File: config.mk
export PLATFORM = sky130hd
export DESIGN_NAME = gregorian_date_arithmetic
export DESIGN_NICKNAME = d
export VERILOG_FILES = /design/src/hw/rtl/gda_pkg.sv /design/src/hw/rtl/gregorian_date_arithmetic.sv /design/src/hw/rtl/gda_to_ymd.sv
export SDC_FILE = /design/constraint.sdc
export NUM_CORES = 2
export LEC_CHECK = 0
export ABC_AREA = 1
export BUFFER_PORTS_ARGS = -buffer_cell sky130_fd_sc_hd__buf_2
export CORE_MARGIN = 2
export CORE_UTILIZATION = 55
export CTS_BUF_LIST = sky130_fd_sc_hd__clkbuf_16
export CTS_CLUSTER_SIZE = 30
export DETAILED_ROUTE_END_ITERATION = 10
export GPL_ROUTABILITY_DRIVEN = 0
export PLACE_DENSITY = 0.74
export SLEW_MARGIN = 0
export SYNTH_ARGS = -nofsm -noshare
export SYNTH_HDL_FRONTEND = slang
export SYNTH_SLANG_ARGS = --single-unit
File: constraint.sdc
create_clock -name clk -period 6.55 [get_ports clk]
set_input_delay 0.655 -clock clk [delete_from_list [all_inputs] [get_ports clk]]
set_output_delay 0.655 -clock clk [all_outputs]
set_load 0.01 [all_outputs]
File: src/hw/rtl/gda_pkg.sv
`timescale 1ns / 1ps
// ----------------------------------------------------------------------------
// Gregorian date arithmetic package
// Shared types, status codes, calendar tables and reciprocal constants.
// ----------------------------------------------------------------------------
package gda_pkg;

    localparam int IN_W   = 72;
    localparam int OUT_W  = 48;
    localparam int SER_W  = 25;   // day numbers up to the top of year 65535
    localparam int CNT_W  = 23;

    typedef enum logic [1:0] {
        ST_OK       = 2'd0,
        ST_INVALID  = 2'd1,
        ST_RANGE    = 2'd2
    } gda_status_t;

    typedef enum logic {
        OP_ADD  = 1'b0,
        OP_DIFF = 1'b1
    } gda_op_t;

    // Sideband that travels with each item through the conversion pipeline.
    typedef struct packed {
        gda_op_t                 op;
        gda_status_t             status;
        logic signed [CNT_W-1:0] cnt;
    } gda_side_t;

    // Reciprocals: floor(x / d) == (x * K) >> S for every x below 2**N,
    // with S = N + ceil(log2 d) and K = ceil(2**S / d).
    localparam int R100_S = 21;    // 14-bit operands
    localparam longint unsigned R100_KL = ((64'd1 << R100_S) + 64'd99) / 64'd100;
    localparam logic [14:0] R100_K = 15'(R100_KL);

    localparam int R400Y_S = 43;   // 25-bit operands, divisor 146097
    localparam longint unsigned R400Y_KL = ((64'd1 << R400Y_S) + 64'd146096) / 64'd146097;
    localparam logic [25:0] R400Y_K = 26'(R400Y_KL);

    localparam int R100Y_S = 34;   // 18-bit operands, divisor 36524
    localparam longint unsigned R100Y_KL = ((64'd1 << R100Y_S) + 64'd36523) / 64'd36524;
    localparam logic [18:0] R100Y_K = 19'(R100Y_KL);

    localparam int R4Y_S = 27;     // 16-bit operands, divisor 1461
    localparam longint unsigned R4Y_KL = ((64'd1 << R4Y_S) + 64'd1460) / 64'd1461;
    localparam logic [16:0] R4Y_K = 17'(R4Y_KL);

    function automatic logic [4:0] month_len(input logic [3:0] m);
        logic [4:0] len;
        unique case (m)
            4'd1, 4'd3, 4'd5, 4'd7, 4'd8, 4'd10, 4'd12: len = 5'd31;
            4'd4, 4'd6, 4'd9, 4'd11:                   len = 5'd30;
            4'd2:                                      len = 5'd28;
            default:                                   len = 5'd0;
        endcase
        return len;
    endfunction

    function automatic logic [8:0] month_start(input logic [3:0] m);
        logic [8:0] st;
        unique case (m)
            4'd1:    st = 9'd0;
            4'd2:    st = 9'd31;
            4'd3:    st = 9'd59;
            4'd4:    st = 9'd90;
            4'd5:    st = 9'd120;
            4'd6:    st = 9'd151;
            4'd7:    st = 9'd181;
            4'd8:    st = 9'd212;
            4'd9:    st = 9'd243;
            4'd10:   st = 9'd273;
            4'd11:   st = 9'd304;
            4'd12:   st = 9'd334;
            default: st = 9'd0;
        endcase
        return st;
    endfunction

endpackage

File: src/hw/rtl/gregorian_date_arithmetic.sv
`timescale 1ns / 1ps
// ----------------------------------------------------------------------------
// Gregorian date arithmetic
// Adds a day offset to a date, or subtracts two dates, in the proleptic
// Gregorian calendar with day 1 on 01/01/0001.
// ----------------------------------------------------------------------------
// Each input item carries an opcode on s_axis_tuser and its operands on
// s_axis_tdata; each yields exactly one result item on m_axis, in order, with
// the status on m_axis_tuser. Opcode 0 returns the date A plus offset_days,
// opcode 1 returns A minus B in days. Invalid input dates give status 1; a
// result outside years 1 to MAX_YEAR, or a difference that overflows the
// 23-bit signed count, gives status 2, with every other result field zero.
// The path is eleven register stages: three that turn dates into day numbers
// and add or subtract, and eight that turn a day number back into a date.
// One item is accepted every cycle while s_axis_tready is high. Each stage
// holds its own valid bit, so a stall on m_axis_tready fills empty stages
// before s_axis_tready drops, and nothing is lost or repeated. Reset clears
// all valid bits; the data registers are not reset.
// ----------------------------------------------------------------------------
module gregorian_date_arithmetic
#(
    parameter int MAX_YEAR = 9999
)
(
    input  logic                      clk,
    input  logic                      rst_n,
    input  logic                      s_axis_tvalid,
    output logic                      s_axis_tready,
    // day_a, month_a, year_a, day_b, month_b, year_b, offset_days
    input  logic [gda_pkg::IN_W-1:0]  s_axis_tdata,
    // opcode
    input  logic                      s_axis_tuser,
    output logic                      m_axis_tvalid,
    input  logic                      m_axis_tready,
    // res_day, res_month, res_year, day_count
    output logic [gda_pkg::OUT_W-1:0] m_axis_tdata,
    // status
    output logic [1:0]                m_axis_tuser
);
    import gda_pkg::*;

    localparam longint TOP_DAY = 365 * longint'(MAX_YEAR) + longint'(MAX_YEAR) / 4
                                 - longint'(MAX_YEAR) / 100 + longint'(MAX_YEAR) / 400;
    localparam logic [16:0] MAX_Y = 17'(MAX_YEAR);

    logic [2:0] v_reg;
    logic [2:0] en;
    logic       sub_ready;
    logic [OUT_W-1:0] ymd_data;

    // Input fields
    logic        in_op;
    logic [4:0]  in_da, in_db;
    logic [3:0]  in_ma, in_mb;
    logic [13:0] in_ya, in_yb;
    logic signed [22:0] in_off;

    assign in_op  = s_axis_tuser;
    assign in_da  = s_axis_tdata[4:0];
    assign in_ma  = s_axis_tdata[8:5];
    assign in_ya  = s_axis_tdata[22:9];
    assign in_db  = s_axis_tdata[27:23];
    assign in_mb  = s_axis_tdata[31:28];
    assign in_yb  = s_axis_tdata[45:32];
    assign in_off = s_axis_tdata[68:46];

    // Stage 1: century quotients
    logic        s1_op_reg;
    logic [4:0]  s1_da_reg, s1_db_reg;
    logic [3:0]  s1_ma_reg, s1_mb_reg;
    logic [13:0] s1_ya_reg, s1_yb_reg;
    logic signed [22:0] s1_off_reg;
    logic [7:0]  s1_pqa_reg, s1_pqb_reg, s1_yqa_reg, s1_yqb_reg;

    logic [13:0] pa, pb;
    logic [28:0] mpa, mpb, mya, myb;

    // Stage 2: day numbers and validity
    logic        s2_op_reg;
    logic        s2_va_reg, s2_vb_reg;
    logic [23:0] s2_sa_reg, s2_sb_reg;
    logic signed [22:0] s2_off_reg;

    logic        leap_a, leap_b, va_next, vb_next;
    logic [4:0]  len_a, len_b;
    logic [13:0] p2a, p2b;
    logic [23:0] sa_next, sb_next;

    // Stage 3: sum or difference and range checks
    logic [SER_W-1:0] s3_n_reg;
    gda_side_t        s3_side_reg;

    logic signed [25:0] sum_s, diff_s;
    gda_side_t          side_next;
    logic [SER_W-1:0]   n_next;

    always_comb
    begin
        en[2] = !v_reg[2] || sub_ready;
        en[1] = !v_reg[1] || en[2];
        en[0] = !v_reg[0] || en[1];
    end

    assign s_axis_tready = en[0];

    always_ff @(posedge clk or negedge rst_n)
    begin
        if (!rst_n)
        begin
            v_reg <= '0;
        end
        else
        begin
            if (en[0])
                v_reg[0] <= s_axis_tvalid;
            if (en[1])
                v_reg[1] <= v_reg[0];
            if (en[2])
                v_reg[2] <= v_reg[1];
        end
    end

    always_comb
    begin
        pa  = in_ya - 14'd1;
        pb  = in_yb - 14'd1;
        mpa = 29'(pa) * 29'(R100_K);
        mpb = 29'(pb) * 29'(R100_K);
        mya = 29'(in_ya) * 29'(R100_K);
        myb = 29'(in_yb) * 29'(R100_K);
    end

    always_comb
    begin
        p2a = s1_ya_reg - 14'd1;
        p2b = s1_yb_reg - 14'd1;
        leap_a = (s1_ya_reg[1:0] == 2'd0)
                 && ((s1_ya_reg != 14'(15'(s1_yqa_reg) * 15'd100)) || (s1_yqa_reg[1:0] == 2'd0));
        leap_b = (s1_yb_reg[1:0] == 2'd0)
                 && ((s1_yb_reg != 14'(15'(s1_yqb_reg) * 15'd100)) || (s1_yqb_reg[1:0] == 2'd0));
        len_a = (s1_ma_reg == 4'd2 && leap_a) ? 5'd29 : month_len(s1_ma_reg);
        len_b = (s1_mb_reg == 4'd2 && leap_b) ? 5'd29 : month_len(s1_mb_reg);
        va_next = (s1_ya_reg != 14'd0) && (17'(s1_ya_reg) <= MAX_Y)
                  && (s1_ma_reg >= 4'd1) && (s1_ma_reg <= 4'd12)
                  && (s1_da_reg != 5'd0) && (s1_da_reg <= len_a);
        vb_next = (s1_yb_reg != 14'd0) && (17'(s1_yb_reg) <= MAX_Y)
                  && (s1_mb_reg >= 4'd1) && (s1_mb_reg <= 4'd12)
                  && (s1_db_reg != 5'd0) && (s1_db_reg <= len_b);
        sa_next = 24'(p2a) * 24'd365 + 24'(p2a[13:2]) - 24'(s1_pqa_reg) + 24'(s1_pqa_reg[7:2])
                  + 24'(month_start(s1_ma_reg)) + 24'(s1_da_reg)
                  + 24'((s1_ma_reg > 4'd2) && leap_a);
        sb_next = 24'(p2b) * 24'd365 + 24'(p2b[13:2]) - 24'(s1_pqb_reg) + 24'(s1_pqb_reg[7:2])
                  + 24'(month_start(s1_mb_reg)) + 24'(s1_db_reg)
                  + 24'((s1_mb_reg > 4'd2) && leap_b);
    end

    always_comb
    begin
        sum_s  = $signed({2'b00, s2_sa_reg}) + 26'(s2_off_reg);
        diff_s = $signed({2'b00, s2_sa_reg}) - $signed({2'b00, s2_sb_reg});
        n_next = SER_W'(sum_s - 26'sd1);
        side_next.op     = gda_op_t'(s2_op_reg);
        side_next.status = ST_OK;
        side_next.cnt    = '0;
        if (s2_op_reg == OP_ADD)
        begin
            if (!s2_va_reg)
                side_next.status = ST_INVALID;
            else if (sum_s < 26'sd1 || sum_s > $signed(26'(TOP_DAY)))
                side_next.status = ST_RANGE;
        end
        else
        begin
            if (!(s2_va_reg && s2_vb_reg))
                side_next.status = ST_INVALID;
            else if (diff_s < -26'sd4194304 || diff_s > 26'sd4194303)
                side_next.status = ST_RANGE;
            else
                side_next.cnt = diff_s[22:0];
        end
    end

    always_ff @(posedge clk)
    begin
        if (en[0])
        begin
            s1_op_reg  <= in_op;
            s1_da_reg  <= in_da;
            s1_ma_reg  <= in_ma;
            s1_ya_reg  <= in_ya;
            s1_db_reg  <= in_db;
            s1_mb_reg  <= in_mb;
            s1_yb_reg  <= in_yb;
            s1_off_reg <= in_off;
            s1_pqa_reg <= mpa[R100_S +: 8];
            s1_pqb_reg <= mpb[R100_S +: 8];
            s1_yqa_reg <= mya[R100_S +: 8];
            s1_yqb_reg <= myb[R100_S +: 8];
        end
        if (en[1])
        begin
            s2_op_reg  <= s1_op_reg;
            s2_va_reg  <= va_next;
            s2_vb_reg  <= vb_next;
            s2_sa_reg  <= sa_next;
            s2_sb_reg  <= sb_next;
            s2_off_reg <= s1_off_reg;
        end
        if (en[2])
        begin
            s3_n_reg    <= n_next;
            s3_side_reg <= side_next;
        end
    end

    gda_to_ymd u_to_ymd
    (
        .clk       (clk),
        .rst_n     (rst_n),
        .in_valid  (v_reg[2]),
        .in_ready  (sub_ready),
        .in_day    (s3_n_reg),
        .in_side   (s3_side_reg),
        .out_valid (m_axis_tvalid),
        .out_ready (m_axis_tready),
        .out_data  (ymd_data)
    );

    // The converter carries the status in its top two bits; it leaves on tuser.
    assign m_axis_tdata = {2'b00, ymd_data[45:0]};
    assign m_axis_tuser = ymd_data[47:46];

    a_status_code: assert property (@(posedge clk) disable iff (!rst_n)
        m_axis_tvalid |-> (m_axis_tuser != 2'd3))
        else $error("status code out of range");

    a_error_zero: assert property (@(posedge clk) disable iff (!rst_n)
        (m_axis_tvalid && m_axis_tuser != ST_OK) |-> (m_axis_tdata == '0))
        else $error("fields not cleared on error status");

    a_date_sane: assert property (@(posedge clk) disable iff (!rst_n)
        (m_axis_tvalid && m_axis_tuser == ST_OK && m_axis_tdata[8:5] != 4'd0)
        |-> (m_axis_tdata[4:0] != 5'd0 && m_axis_tdata[8:5] <= 4'd12))
        else $error("result date malformed");

    a_empty_ready: assert property (@(posedge clk) disable iff (!rst_n)
        !m_axis_tvalid |-> s_axis_tready)
        else $error("input stalled with empty output stage");

endmodule

File: src/hw/rtl/gda_to_ymd.sv
`timescale 1ns / 1ps
// ----------------------------------------------------------------------------
// Day number to date converter
// Eight-stage pipeline splitting a day number into 400, 100, 4 and 1 year
// cycles, then month and day, and forming the packed result item.
// ----------------------------------------------------------------------------
module gda_to_ymd
(
    input  logic                     clk,
    input  logic                     rst_n,
    input  logic                     in_valid,
    output logic                     in_ready,
    input  logic [gda_pkg::SER_W-1:0] in_day,     // day number minus one
    input  gda_pkg::gda_side_t       in_side,
    output logic                     out_valid,
    input  logic                     out_ready,
    output logic [gda_pkg::OUT_W-1:0] out_data
);
    import gda_pkg::*;

    localparam int NS = 8;

    logic [NS-1:0] v_reg;
    logic [NS-1:0] en;

    gda_side_t side_reg [NS-1];

    logic [SER_W-1:0] n0_reg;
    logic [7:0]       q400_reg [6];
    logic [17:0]      r1_reg, r2_reg;
    logic [1:0]       q100_reg [4];
    logic [15:0]      r3_reg, r4_reg;
    logic [4:0]       q4_reg [2];
    logic [10:0]      r5_reg;
    logic [8:0]       doy_reg;
    logic [15:0]      year_reg;
    logic             leap_reg;
    logic [OUT_W-1:0] out_reg;

    logic [50:0] p400;
    logic [36:0] p100;
    logic [32:0] p4;
    logic [7:0]  q400_next;
    logic [17:0] r1_next;
    logic [2:0]  q100_raw;
    logic [1:0]  q100_next;
    logic [15:0] r3_next;
    logic [4:0]  q4_next;
    logic [10:0] r5_next;
    logic [1:0]  q1;
    logic [8:0]  doy_next;
    logic [15:0] year_next;
    logic        leap_next;
    logic [3:0]  mo;
    logic [8:0]  mo_start;
    logic [4:0]  day;
    logic [OUT_W-1:0] out_next;
    logic             ok;

    always_comb
    begin
        en[NS-1] = !v_reg[NS-1] || out_ready;
        for (int i = NS - 2; i >= 0; i--)
        begin
            en[i] = !v_reg[i] || en[i+1];
        end
    end

    assign in_ready  = en[0];
    assign out_valid = v_reg[NS-1];
    assign out_data  = out_reg;

    always_ff @(posedge clk or negedge rst_n)
    begin
        if (!rst_n)
        begin
            v_reg <= '0;
        end
        else
        begin
            if (en[0])
            begin
                v_reg[0] <= in_valid;
            end
            for (int i = 1; i < NS; i++)
            begin
                if (en[i])
                begin
                    v_reg[i] <= v_reg[i-1];
                end
            end
        end
    end

    // Stage arithmetic
    always_comb
    begin
        p400      = 51'(in_day) * 51'(R400Y_K);
        q400_next = p400[R400Y_S +: 8];

        r1_next   = 18'(n0_reg - 25'(26'(q400_reg[0]) * 26'd146097));

        p100      = 37'(r1_reg) * 37'(R100Y_K);
        q100_raw  = p100[R100Y_S +: 3];
        q100_next = (q100_raw > 3'd3) ? 2'd3 : q100_raw[1:0];

        r3_next   = 16'(r2_reg - 18'(18'(q100_reg[0]) * 18'd36524));

        p4        = 33'(r3_reg) * 33'(R4Y_K);
        q4_next   = p4[R4Y_S +: 5];

        r5_next   = 11'(r4_reg - 16'(16'(q4_reg[0]) * 16'd1461));

        if (r5_reg >= 11'd1095)
            q1 = 2'd3;
        else if (r5_reg >= 11'd730)
            q1 = 2'd2;
        else if (r5_reg >= 11'd365)
            q1 = 2'd1;
        else
            q1 = 2'd0;
        doy_next  = 9'(r5_reg - 11'(11'(q1) * 11'd365));
        year_next = 16'(17'(q400_reg[5]) * 17'd400 + 17'(q100_reg[3]) * 17'd100
                        + 17'(q4_reg[1]) * 17'd4 + 17'(q1) + 17'd1);
        // The last year of each four-year cycle is leap, except at a century
        // boundary that is not also a 400-year boundary.
        leap_next = (q1 == 2'd3) && ((q4_reg[1] != 5'd24) || (q100_reg[3] == 2'd3));
    end

    // Month search over the twelve month starts, then the output item.
    always_comb
    begin
        mo = 4'd1;
        for (int k = 2; k <= 12; k++)
        begin
            if (doy_reg >= 9'(month_start(4'(k)) + ((k > 2) ? 9'(leap_reg) : 9'd0)))
            begin
                mo = 4'(k);
            end
        end
        mo_start = month_start(mo) + ((mo > 4'd2) ? 9'(leap_reg) : 9'd0);
        day      = 5'(doy_reg - mo_start + 9'd1);
        ok       = (side_reg[NS-2].status == ST_OK);
        out_next = '0;
        out_next[47:46] = side_reg[NS-2].status;
        if (ok && side_reg[NS-2].op == OP_ADD)
        begin
            out_next[4:0]  = day;
            out_next[8:5]  = mo;
            out_next[22:9] = year_reg[13:0];
        end
        if (ok && side_reg[NS-2].op == OP_DIFF)
        begin
            out_next[45:23] = side_reg[NS-2].cnt;
        end
    end

    always_ff @(posedge clk)
    begin
        if (en[0])
        begin
            n0_reg      <= in_day;
            q400_reg[0] <= q400_next;
            side_reg[0] <= in_side;
        end
        if (en[1])
        begin
            r1_reg      <= r1_next;
            q400_reg[1] <= q400_reg[0];
            side_reg[1] <= side_reg[0];
        end
        if (en[2])
        begin
            r2_reg      <= r1_reg;
            q100_reg[0] <= q100_next;
            q400_reg[2] <= q400_reg[1];
            side_reg[2] <= side_reg[1];
        end
        if (en[3])
        begin
            r3_reg      <= r3_next;
            q100_reg[1] <= q100_reg[0];
            q400_reg[3] <= q400_reg[2];
            side_reg[3] <= side_reg[2];
        end
        if (en[4])
        begin
            r4_reg      <= r3_reg;
            q4_reg[0]   <= q4_next;
            q100_reg[2] <= q100_reg[1];
            q400_reg[4] <= q400_reg[3];
            side_reg[4] <= side_reg[3];
        end
        if (en[5])
        begin
            r5_reg      <= r5_next;
            q4_reg[1]   <= q4_reg[0];
            q100_reg[3] <= q100_reg[2];
            q400_reg[5] <= q400_reg[4];
            side_reg[5] <= side_reg[4];
        end
        if (en[6])
        begin
            doy_reg     <= doy_next;
            year_reg    <= year_next;
            leap_reg    <= leap_next;
            side_reg[6] <= side_reg[5];
        end
        if (en[7])
        begin
            out_reg <= out_next;
        end
    end

endmodule

==> run summary <==
outcome - finished clean
min setup slack post-route - 0.254 ns
relative slew slack - 27.0%
minimum clock period - 6.30 ns
Worst-Skew Late Latency - 0.66 ns
Die Width - 381 µm
Primary FF master, synth - edfxtp_1
first-pass GRT wire length - 276000 µm
worst hold-check path type - input pin to flip-flop
Antenna Cells - 0
worst r2r dst - s2_sa_reg[17]
layout cells sized above 1 - 5.55%
TritonCTS Buffers - 71
Final nets - 10500
Fin. Hold Viols - 0
TritonCTS clock tree - done
port bufs - 123
wirelength, routed - 165000 µm
Least-Margin Pin Slew - 1.10 ns
Final HPWL DP - 143000 µm
clk sinks - 672
top-count cell post-synth - inv_1
root buffer cell - clkbuf_16
Hold Startpoint - s_axis_tdata[61]
Clock Tree Buf Depth - 3
pin count of the biggest net entering global routing - 76
Worst-path clk slew - 0.07 ns
leading area contributor after synthesis - fa_1
cell count after synthesis - 7715
setup TNS - 0 ns
Final period util - 96.1%
1st-iter DRT viols - 3359
register area share after synthesis - 25.5%
max FFs per register - 182
RR Startpoint - s1_ya_reg[2]
synth cell count leaders - inv_1, ha_1, fa_1
vias in the first global route - 55100
Die Y - 381 µm
CP Cell Sequence - inv_1 > nand3_1 > nor3_2 > nand2_1 > xor2_1 > inv_1 > fa_1 > fa_1 > inv_1 > fa_1 > inv_1 > fa_1 > fa_1 > ha_1 > ha_1 > nand2_1 > nor2_1 > o21ai_0 > o211ai_1 > nor2_1 > o21ai_0 > a21boi_1 > o21ai_0 > xor2_1
setup violators final - 0
All-Layer GR Usage - 23.5%
fraction of registers with async set/reset - 1.64%
Critical Path Start Type - flip-flop
Syn Area/Cell - 10.1 µm²
Synth top area share - 24.5%
Util after Layout - 59.8%
Syn Std Cell Area - 0.0781 mm²
routed via count - 52100
data arrival time of the critical path - 6.69 ns
total grt overflow - 0
H-tree Lvls - 3
post-DR wirelength/cell - 16.6 µm
synth top area cells - fa_1, edfxtp_1, ha_1
DIE AREA - 0.145 mm²
Rows - 138
crit path max-delay cell type - fa_1
Peak Freq - 159 MHz
final antenna-violating net count - 0
vias per cell - 5.23
initial antenna violation count - 9
Synth Register Bits - 672
total iterations of the first detailed-routing run - 6
Slew Limit Fails - 0
CP most frequent cell - fa_1
CP max FO - 5
io pins - 129
pre-CTS setup slack - 0.0141 ns
Max-Cap Viols - 0
number of distinct library cells after synthesis - 65
CP endpoint kind - flip-flop
Worst R2R Setup Slack - 0.25 ns
hold path cells - 1
Initial Util - 55.3%
Fin Hold WS - 0.167 ns
core box area - 0.141 mm²
worst hold path endpoint - s1_off_reg[15]
Req. time, crit path - 6.95 ns
EDFF count, synth - 637
clk_skew - 0.0317 ns
Remaining DRCs - 0
r2r worst-path depth - 24
slowest cell delay on critical path - 0.55 ns
Area growth syn-to-layout - 8.05%
total of warnings raised by yosys - 0
WS Path Type - flip-flop to flip-flop
layout make-up:
cell class | count | area (µm²)
clock buffers | 71 | 1780
clock inverters | 61 | 603
fillers | 11500 | 56800
inverters | 2070 | 7770
multi-input cells | 4960 | 50500
flip-flops and latches | 672 | 19900
well taps | 1890 | 2360
repair buffers | 236 | 1470
layout by cell type (no fill, tap or decap), types with 9 or more instances in the layout:
master      synthesis  final
or2_2              16     16
nand3b_1           12     12
ha_1             1414   1413
xnor2_1           101    101
dfrtp_1            11     11
inv_6               0     11
nor2_1            367    366
a21oi_1           331    329
nand2_1           783    780
buf_2               1    123
a21o_1             32     32
dfxtp_1            24     24
o21ai_1             6      9
nand3_1           193    188
a21boi_0           10      9
edfxtp_1          637    637
o21ai_0           175    171
nand2_2            14     17
buf_4               6    112
inv_2               9     11
clkbuf_16           0     71
clkinvlp_4          0     12
o21bai_1           19     19
inv_1            2059   2067
xor2_1            221    217
nor4_1             19     17
fa_1              956    956
o211ai_1           18     18
nor3_1             67     63
nor2_2              8      9
a211oi_1           12     12
nor3_2              5      9
a31oi_1            23     23
nand4_1            76     76
worst max-delay path by stage:
stage | startpoint | endpoint | slack (ns)
floorplan | s1_yb_reg[0] | s2_sb_reg[17] | 0.21
global placement | s1_ya_reg[2] | s2_sa_reg[23] | 0.14
detailed placement | s1_ya_reg[2] | s2_sa_reg[22] | 0.01
CTS | s1_yb_reg[0] | s2_sb_reg[18] | 0.08
global route | s1_ya_reg[2] | s2_sa_reg[17] | -0.07
finish | s1_ya_reg[2] | s2_sa_reg[17] | 0.25
cells by family (layout without fill, tap and decap cells):
kind of cell,count (synthesis),count (layout),share of synthesized area [%]
flip-flops,672,672,25.5
AND/OR/NAND/NOR,1579,1579,8.70
AO/OA/AOI/OAI,684,684,4.97
buffers and inverters,2084,2438,10.1
adder cells (fa/ha/maj),2370,2370,47.1
XOR/XNOR,325,325,3.68
other,1,2,0.00480
repair_timing:
action | in CTS | in global routing
hold buffers | 1 | 0
gates cloned | 0 | 0
gates resized for setup | 1 | 25
endpoints found under the hold margin | 11 | 0
endpoints found under the setup margin | 3 | 20
setup buffers | 0 | 15
pin swaps | 0 | 1
layer usage:
metal,vias up,routed length (µm),share of wire (%),GRT usage [%]
li1,25200,-,-,-
met3,258,10200,6.1,3.58
met5,-,20,0.012,0
met1,25300,71100,43,31.3
met4,4,3990,2.4,5.64
met2,1369,80200,48,40.5
stage by stage:
step	cell area [µm²]	instances
3_3_place_gp	81800	9812
5_1_grt	84400	9960
2_1_floorplan	78100	7716
4_1_cts	84200	9945
3_5_place_dp	81800	9812
6_report	84400	9960
critical path, delay by kind of cell (launching register included):
family,cells,cell delay (ns)
and+or+nand+nor,6,0.85
DFF,1,0.42
adders and majority gates,7,3.15
buffers and inverters,4,0.38
AOI/OAI and AO/OA,5,0.83
xor gates and xnor gates,2,0.43
Power is left out: the tool's default activity adds up to more than one toggle a clock period on the data nets, which glitch-free logic cannot reach.
